### src/sv/quadratic_bisection_root_top_defines.svh
// Assertion macros for the quadratic bisection root block.
`ifndef QUADRATIC_BISECTION_ROOT_TOP_DEFINES_SVH
`define QUADRATIC_BISECTION_ROOT_TOP_DEFINES_SVH

`ifndef NO_ASSERTIONS
`define QBR_ASSERT(lbl, prop) \
  lbl: assert property (@(posedge clk_i) disable iff (!rst_ni) prop) \
    else $error("assertion failed");
`define QBR_ASSERT_RST(lbl, prop) \
  lbl: assert property (@(posedge clk_i) prop) else $error("assertion failed");
`else
`define QBR_ASSERT(lbl, prop)
`define QBR_ASSERT_RST(lbl, prop)
`endif

`endif

### src/sv/qbr_pkg.sv
package qbr_pkg;

  localparam int FRAC_BITS_DEF     = 16;
  localparam int TOLERANCE_LSB_DEF = 6;
  localparam int COEF_BITS_DEF     = 16;

  localparam int DigitBits = 17;
  localparam int ROOT_W    = 33;
  localparam int RES_W     = 48;
  localparam int ST_W      = 2;

  localparam logic [ST_W-1:0] ST_FOUND     = 2'd0;
  localparam logic [ST_W-1:0] ST_QUAD_ZERO = 2'd1;
  localparam logic [ST_W-1:0] ST_NEG_RAD   = 2'd2;
  localparam logic [ST_W-1:0] ST_NO_CHANGE = 2'd3;

  localparam logic [1:0] SEL_X1 = 2'd0;
  localparam logic [1:0] SEL_X2 = 2'd1;
  localparam logic [1:0] SEL_X0 = 2'd2;

  typedef enum logic [4:0] {
    OP_NONE,
    OP_LOAD,
    OP_CALC,
    OP_DIV_INIT,
    OP_DIV_STEP,
    OP_SQRT_INIT,
    OP_SQRT_STEP,
    OP_BRACKET,
    OP_EV_START,
    OP_MUL_STEP,
    OP_ADD_LIN,
    OP_ADD_CONST,
    OP_SAVE_S1,
    OP_SAVE_S2,
    OP_MID,
    OP_KEEP_LO,
    OP_KEEP_HI,
    OP_FINISH
  } op_e;

  typedef struct packed {
    op_e             op;
    logic [1:0]      sel;
    logic            first;
    logic [ST_W-1:0] status;
  } cmd_t;

  typedef struct packed {
    logic a_zero;
    logic n_neg;
    logic stop;
    logic f_neg;
    logic f_zero;
    logic s1_neg;
    logic s1_zero;
    logic s2_neg;
    logic s2_zero;
  } sts_t;

endpackage

### src/sv/qbr_controller.sv
`include "quadratic_bisection_root_top_defines.svh"

module qbr_controller import qbr_pkg::*; #(
  parameter int FRAC_BITS = FRAC_BITS_DEF,
  parameter int COEF_BITS = COEF_BITS_DEF
) (
  input  logic clk_i,
  input  logic rst_ni,
  input  logic start_i,
  input  sts_t sts_i,
  output cmd_t cmd_o,
  output logic busy_o,
  output logic done_o
);

  localparam int NW = 2 * COEF_BITS + 2;
  localparam int QW = NW - 1 + 2 * FRAC_BITS;
  localparam int RW = (QW + 1) / 2;
  localparam int XW = RW + 1;
  localparam int ND = (XW + DigitBits - 1) / DigitBits;
  localparam int CW = $clog2(QW + 1);

  localparam logic [3:0] S_IDLE      = 4'd0;
  localparam logic [3:0] S_CALC      = 4'd1;
  localparam logic [3:0] S_CHECK     = 4'd2;
  localparam logic [3:0] S_DIV       = 4'd3;
  localparam logic [3:0] S_SQRT_INIT = 4'd4;
  localparam logic [3:0] S_SQRT      = 4'd5;
  localparam logic [3:0] S_BRACKET   = 4'd6;
  localparam logic [3:0] S_EV_START  = 4'd7;
  localparam logic [3:0] S_MUL1      = 4'd8;
  localparam logic [3:0] S_ADD1      = 4'd9;
  localparam logic [3:0] S_MUL2      = 4'd10;
  localparam logic [3:0] S_ADD2      = 4'd11;
  localparam logic [3:0] S_EV_RET    = 4'd12;
  localparam logic [3:0] S_MID       = 4'd13;

  logic [3:0]    state_q, state_d;
  logic [CW-1:0] cnt_q, cnt_d;
  logic [1:0]    sel_q, sel_d;
  logic          done_q, done_d;

  always_comb begin
    state_d      = state_q;
    cnt_d        = cnt_q;
    sel_d        = sel_q;
    done_d       = 1'b0;
    cmd_o.op     = OP_NONE;
    cmd_o.sel    = sel_q;
    cmd_o.first  = 1'b0;
    cmd_o.status = ST_FOUND;
    unique case (state_q)
      S_IDLE: begin
        if (start_i) begin
          cmd_o.op = OP_LOAD;
          state_d  = S_CALC;
        end
      end
      S_CALC: begin
        cmd_o.op = OP_CALC;
        state_d  = S_CHECK;
      end
      S_CHECK: begin
        cnt_d = '0;
        priority if (sts_i.a_zero) begin
          cmd_o.op     = OP_FINISH;
          cmd_o.status = ST_QUAD_ZERO;
          done_d       = 1'b1;
          state_d      = S_IDLE;
        end else if (sts_i.n_neg) begin
          cmd_o.op     = OP_FINISH;
          cmd_o.status = ST_NEG_RAD;
          done_d       = 1'b1;
          state_d      = S_IDLE;
        end else begin
          cmd_o.op = OP_DIV_INIT;
          state_d  = S_DIV;
        end
      end
      S_DIV: begin
        cmd_o.op = OP_DIV_STEP;
        cnt_d    = cnt_q + CW'(1);
        if (cnt_q == CW'(QW - 1)) begin
          state_d = S_SQRT_INIT;
        end
      end
      S_SQRT_INIT: begin
        cmd_o.op = OP_SQRT_INIT;
        cnt_d    = '0;
        state_d  = S_SQRT;
      end
      S_SQRT: begin
        cmd_o.op = OP_SQRT_STEP;
        cnt_d    = cnt_q + CW'(1);
        if (cnt_q == CW'(RW - 1)) begin
          state_d = S_BRACKET;
        end
      end
      S_BRACKET: begin
        cmd_o.op = OP_BRACKET;
        sel_d    = SEL_X1;
        state_d  = S_EV_START;
      end
      S_EV_START: begin
        cmd_o.op = OP_EV_START;
        cnt_d    = '0;
        state_d  = S_MUL1;
      end
      S_MUL1, S_MUL2: begin
        cmd_o.op    = OP_MUL_STEP;
        cmd_o.first = cnt_q == '0;
        cnt_d       = cnt_q + CW'(1);
        if (cnt_q == CW'(ND - 1)) begin
          state_d = (state_q == S_MUL1) ? S_ADD1 : S_ADD2;
        end
      end
      S_ADD1: begin
        cmd_o.op = OP_ADD_LIN;
        cnt_d    = '0;
        state_d  = S_MUL2;
      end
      S_ADD2: begin
        cmd_o.op = OP_ADD_CONST;
        state_d  = S_EV_RET;
      end
      S_EV_RET: begin
        unique case (sel_q)
          SEL_X1: begin
            cmd_o.op = OP_SAVE_S1;
            sel_d    = SEL_X2;
            state_d  = S_EV_START;
          end
          SEL_X2: begin
            cmd_o.op = OP_SAVE_S2;
            state_d  = S_MID;
          end
          default: begin
            priority if (sts_i.stop || sts_i.f_zero) begin
              cmd_o.op     = OP_FINISH;
              cmd_o.status = ST_FOUND;
              done_d       = 1'b1;
              state_d      = S_IDLE;
            end else if (!sts_i.s1_zero && (sts_i.f_neg != sts_i.s1_neg)) begin
              cmd_o.op = OP_KEEP_LO;
              state_d  = S_MID;
            end else if (!sts_i.s2_zero && (sts_i.f_neg != sts_i.s2_neg)) begin
              cmd_o.op = OP_KEEP_HI;
              state_d  = S_MID;
            end else begin
              cmd_o.op     = OP_FINISH;
              cmd_o.status = ST_NO_CHANGE;
              done_d       = 1'b1;
              state_d      = S_IDLE;
            end
          end
        endcase
      end
      S_MID: begin
        cmd_o.op = OP_MID;
        sel_d    = SEL_X0;
        state_d  = S_EV_START;
      end
      default: state_d = S_IDLE;
    endcase
  end

  always_ff @(posedge clk_i or negedge rst_ni) begin
    if (!rst_ni) begin
      state_q <= S_IDLE;
      cnt_q   <= '0;
      sel_q   <= SEL_X1;
      done_q  <= 1'b0;
    end else begin
      state_q <= state_d;
      cnt_q   <= cnt_d;
      sel_q   <= sel_d;
      done_q  <= done_d;
    end
  end

  assign busy_o = state_q != S_IDLE;
  assign done_o = done_q;

  `QBR_ASSERT(a_done_idle, done_o |-> state_q == S_IDLE)
  `QBR_ASSERT(a_done_pulse, done_o |=> !done_o)
  `QBR_ASSERT(a_start_busy, (start_i && !busy_o) |=> busy_o)
  `QBR_ASSERT(a_div_cnt, (state_q == S_DIV) |-> (cnt_q < CW'(QW)))
  `QBR_ASSERT_RST(a_rst_quiet, !rst_ni |=> !done_o || $past(done_d))

endmodule
### config.mk
export PLATFORM = sky130hd
export DESIGN_NAME = qbr_controller
export DESIGN_NICKNAME = d
export VERILOG_FILES = /design/src/sv/qbr_pkg.sv /design/src/sv/qbr_controller.sv
export VERILOG_INCLUDE_DIRS = /design/src /design/src/sv
export SDC_FILE = /design/constraint.sdc
export NUM_CORES = 1
export LEC_CHECK = 0
export ABC_AREA = 1
export BUFFER_PORTS_ARGS = -buffer_cell sky130_fd_sc_hd__buf_2
export CORE_AREA = 3 3 50 52
export CTS_BUF_LIST = sky130_fd_sc_hd__clkbuf_4 sky130_fd_sc_hd__clkbuf_8
export CTS_CLUSTER_SIZE = 24
export DETAILED_ROUTE_END_ITERATION = 12
export DIE_AREA = 0 0 53 55
export PLACE_DENSITY = 0.74
export SLEW_MARGIN = 30
export SYNTH_ARGS = -nofsm -noshare
export SYNTH_HDL_FRONTEND = slang
export SYNTH_SLANG_ARGS = --single-unit
### constraint.sdc
create_clock -name clk_i -period 3.75 [get_ports clk_i]
set_clock_uncertainty 0.05 [all_clocks]
set_input_delay 0.75 -clock clk_i [delete_from_list [all_inputs] [get_ports clk_i]]
set_output_delay 0.75 -clock clk_i [all_outputs]
set_load 0.01 [all_outputs]
* Word-level counts from Yosys, hierarchy flattened *
Index checks and enable logic that the tools add are counted.

cells by class
  multipliers = 0
  reduce and logical (&&, ||, !) cells = 18
  add/subtract/negate cells = 1
  order comparisons = 0
  eq/ne operators = 24
  muxes and demuxes = 38
  shift-type cells = 0
  divide/modulo/power cells = 0
  bitwise operators = 0

operator list
  kind                                                              count
  5-bit case mux with 13 select lines                               1
  4-bit case mux with 12 select lines                               1
  4-bit two-way mux                                                 8
  4-bit == test (second input constant)                             6
  5-bit two-way mux                                                 4
  2-bit two-way mux                                                 9
  4-bit by 3-bit == test with 1-bit output (second input constant)  4
  7-bit case mux with 2 select lines                                1
  2-bit inequality test (second input constant)                     5
  5-bit case mux with 2 select lines                                1
  1-bit two-way mux                                                 9
  4-bit by 2-bit == test with 1-bit output (second input constant)  2
  4-bit case mux with 2 select lines                                1
  4-bit OR reduction                                                2
  7-bit by 1-bit adder with 7-bit output (second input constant)    1
  7-bit by 1-bit == test with 1-bit output (second input constant)  1
  7-bit by 6-bit == test with 1-bit output (second input constant)  1
  7-bit == test (second input constant)                             1
  7-bit zero test                                                   1
  2-bit case mux with 3 select lines                                1
  2-bit OR reduction                                                3
  4-bit by 1-bit == test with 1-bit output (second input constant)  1
  4-bit zero test                                                   1
  2-bit case mux with 2 select lines                                1
  other kinds (12)                                                  15

word-level totals
  memories kept = 0
  RAM bits = 0
  register bits after elaboration = 14
  bits of input ports = 12
  bits in latches = 0
  word-level logic and storage cells = 85
  bits in read-only memories = 0
  output and inout port bits = 12

* Logic depth before layout (Yosys ltp) *
  word-level depth = 7
  depth in mapped cells = 10
  mapped depth without buffers = 10

* Worst setup path after synthesis *
OpenSTA, ideal clock, no wires.

  kind = input to output
  from = input sts_i[5] in the netlist's numbering
  to = output cmd_o[9] in the netlist's numbering
  stages = 7
  data required time = 2950 ps
  slack = 1568 ps
  path buffers = 0
  arrival = 1382 ps
  cell sequence = inv_1 > nand2_1 > nand3_1 > inv_1 > nand2_1 > nand2_1 > o21ai_0

RTL lines
  item         RTL line              RTL
  from (decl)  qbr_controller.sv:10  input sts_t sts_i,
  to (decl)    qbr_controller.sv:11  output cmd_t cmd_o,

==> results.py <==
metrics = {
    "timing": {
        "fmax_ghz": 0.383,
        "slew_violations": 0,
        "whs_ns": 0.299,
        "setup_ws_ns": 1.14,
        "min_period_ns": 2.61,
        "post-route-period-util": 0.697,
        "tightest_slew_ns": 0.339,
        "setup_viol": 0,
        "rsz0062_at_grt": "false",
        "finalSetupTns_ns": 0,
        "hold_viol": 0,
        "slew_headroom": 0.774,
    },
    "worst_setup_path": {
        "required_ns": 2.95,
        "startpoint_type": "flip-flop",
        "critical_path_class": "flip-flop to output pin",
        "crit_path_top_delay_cell": "dfrtp_1",
        "timing.reg2reg.setup_slack_ns": 2.21,
        "crit_arrival_ns": 1.81,
        "cp_max_fo": 8,
        "crit_chain": "nor2_1 -> inv_2 -> nor2_4 -> inv_2 -> nor2_1 -> nand3_1 -> o31ai_1 -> buf_2",
        "worst_setup_path_end_kind": "output pin",
        "slowest_delay_ns": 0.50,
    },
    "cts": {
        "clockBufferDepth": 2,
        "cts_num_sinks": 14,
        "clk_latency_ns": 0.28,
        "hold_buffers": 0,
        "ctsHtreeMaxLevel": 1,
        "clkTransAtPathRegs_ns": 0.09,
        "cts_resized": 0,
        "cts_buffers": 3,
        "cts_tree": "yes",
        "root_buffer": "clkbuf_4",
        "post-cts-setup-buffers": 0,
    },
    "drt": {
        "drt_drc_violations_left": 0,
        "dr_total_vias": 1153,
        "via_per_inst": 5.03,
        "detail_route.wl_per_cell_um": 11.4,
        "routed_wl_mm": 2.61,
        "ant_nets": 0,
        "drt-initial-drc-count": 34,
        "firstDrtPassIters": 4,
    },
    "synthesis": {
        "ys_seq_elements": 14,
        "synth_warnings": 0,
        "synth_edf_count": 0,
        "synth.most_common_cell": "nand2_1",
        "synth_area_leaders": "dfrtp_1, nand2_1, nor2_1",
        "syn_nets": 190,
        "ys_types": 23,
        "synth-async-reset-ratio": 1.00,
        "syn_inst": 175,
        "ys_seq_area_frac": 0.313,
        "synth_top_area_cell": "dfrtp_1",
        "yosys-top-cells-count": "nand2_1, nor2_1, inv_1",
        "ys.flop_type": "dfrtp_1",
        "syn_area_per_cell_um2": 6.39,
        "syn_area_um2": 1120,
        "yosysTopAreaCellShare": 0.313,
    },
    "worst_hold_path": {
        "hp-class": "input pin to async pin",
    },
    "finish": {
        "n_antenna_cell": 0,
        "drive_above_1_share": 0.249,
        "final_core_util": 0.604,
        "fin_nets": 217,
        "syn2layout_area_growth_pct": 16.0,
    },
    "power": {
        "irDropWorstVdd_v": 0.000399,
        "p_leak_nw": 0.710,
        "power.density_nw_per_um2": 697,
    },
    "grt": {
        "grt_pass1_vias": 1018,
        "grt_overflow_total": 0,
        "antenna_found_initial": 0,
        "grt_max_degree": 15,
        "grt_pass1_wl_mm": 4.28,
        "track_usage": 0.201,
    },
    "outcome": {
        "status": "complete, no violations",
    },
    "placement": {
        "hpwl_mm": 2.10,
        "gp_congestion": 0.915,
        "io_buffers": 23,
        "dpl_worst_slack_ns": 1.34,
    },
    "die": {
        "num_rows": 17,
        "die_x_um": 53,
        "initial_core_util": 0.521,
        "die_h_um": 55,
        "design.core.area_um2": 2150,
        "ios": 24,
        "die_area_um2": 2920,
    },
    "job": {
        "maxCapViolations": 0,
    },
}
==> path summary, 6_finish.rpt <==
| check | from | end | cells past startpoint |
|---|---|---|---|
| setup / recovery | state_q[1]$_DFFE_PN0P_ | cmd_o[1] | 8 |
| hold / removal | rst_ni | state_q[0]$_DFFE_PN0P_ | 1 |
| setup reg to reg | state_q[1]$_DFFE_PN0P_ | cnt_q[0]$_DFFE_PN0P_ | 8 |
| hold reg to reg | cnt_q[6]$_DFFE_PN0P_ | cnt_q[6]$_DFFE_PN0P_ | 1 |
| max in group asynchronous | rst_ni | sel_q[0]$_DFFE_PN0P_ | 1 |
| min in group clk_i | cnt_q[6]$_DFFE_PN0P_ | cnt_q[6]$_DFFE_PN0P_ | 1 |
==> sequential cells by signal, indices dropped and copies added (netlist names) <==
signal	flops
cnt_q	7
done_o	1
sel_q	2
state_q	4
==> power by group <==
group | switching [mW] | total (mW) | internal (mW)
clock network | 0.0527 | 0.112 | 0.0591
logic | 0.355 | 0.542 | 0.187
registers | 0.0542 | 0.250 | 0.196
==> metrics by stage <==
stage                     instances  area, um^2  power (mW)
after floorplan                 175        1120       0.644
after global placement          225        1260       0.788
after detailed placement        225        1260       0.796
after CTS                       229        1300       0.912
after global routing            229        1300       0.993
final                           229        1300       0.904
==> cells in the final DEF, fill, tap and decap left out, drive strengths merged <==
cell type and instances:
nand2 44, nor2 34, inv 31, buf 23, nand3 16, dfrtp 14
o21ai 11, a21oi 8, nor3 6, clkbuf 4, ha 3, o31ai 2
a22oi 1, o21bai 1, nand4 1, xor2 1, a21boi 1
==> cells by family (layout without fill, tap and decap cells) <==
family / count (synthesis) / in the layout / share of synthesized area
fa+ha+maj: 3 / 3 / 0.0336
buf+inv: 32 / 58 / 0.111
flops: 14 / 14 / 0.313
compound gates: 24 / 24 / 0.122
xor+xnor: 1 / 1 / 0.00783
simple gates: 101 / 101 / 0.413
==> layout make-up <==
type                    count  area (um^2)
well taps                  28         35.0
clock buffers               4         36.3
inverters                  31          116
fillers                   218          851
repair buffers             23          115
multi-input cells         129          644
flip-flops and latches     14          350
==> layer usage <==
metal,wire [um],share of wire,global-route usage,up-vias
li1,-,-,-,609
met2,1260,0.48,0.351,30
met3,128,0.049,0.0241,4
met1,1190,0.45,0.248,510
met4,38,0.015,0.0936,0
met5,0,0,0,-
==> worst max-delay path: cells and delay by family, from the launching register on <==
kind            cells  cell delay, ns
simple gates        4            0.62
buf+inv             3            0.33
compound gates      1            0.08
flops               1            0.50
(Power assumes the default switching activity.)
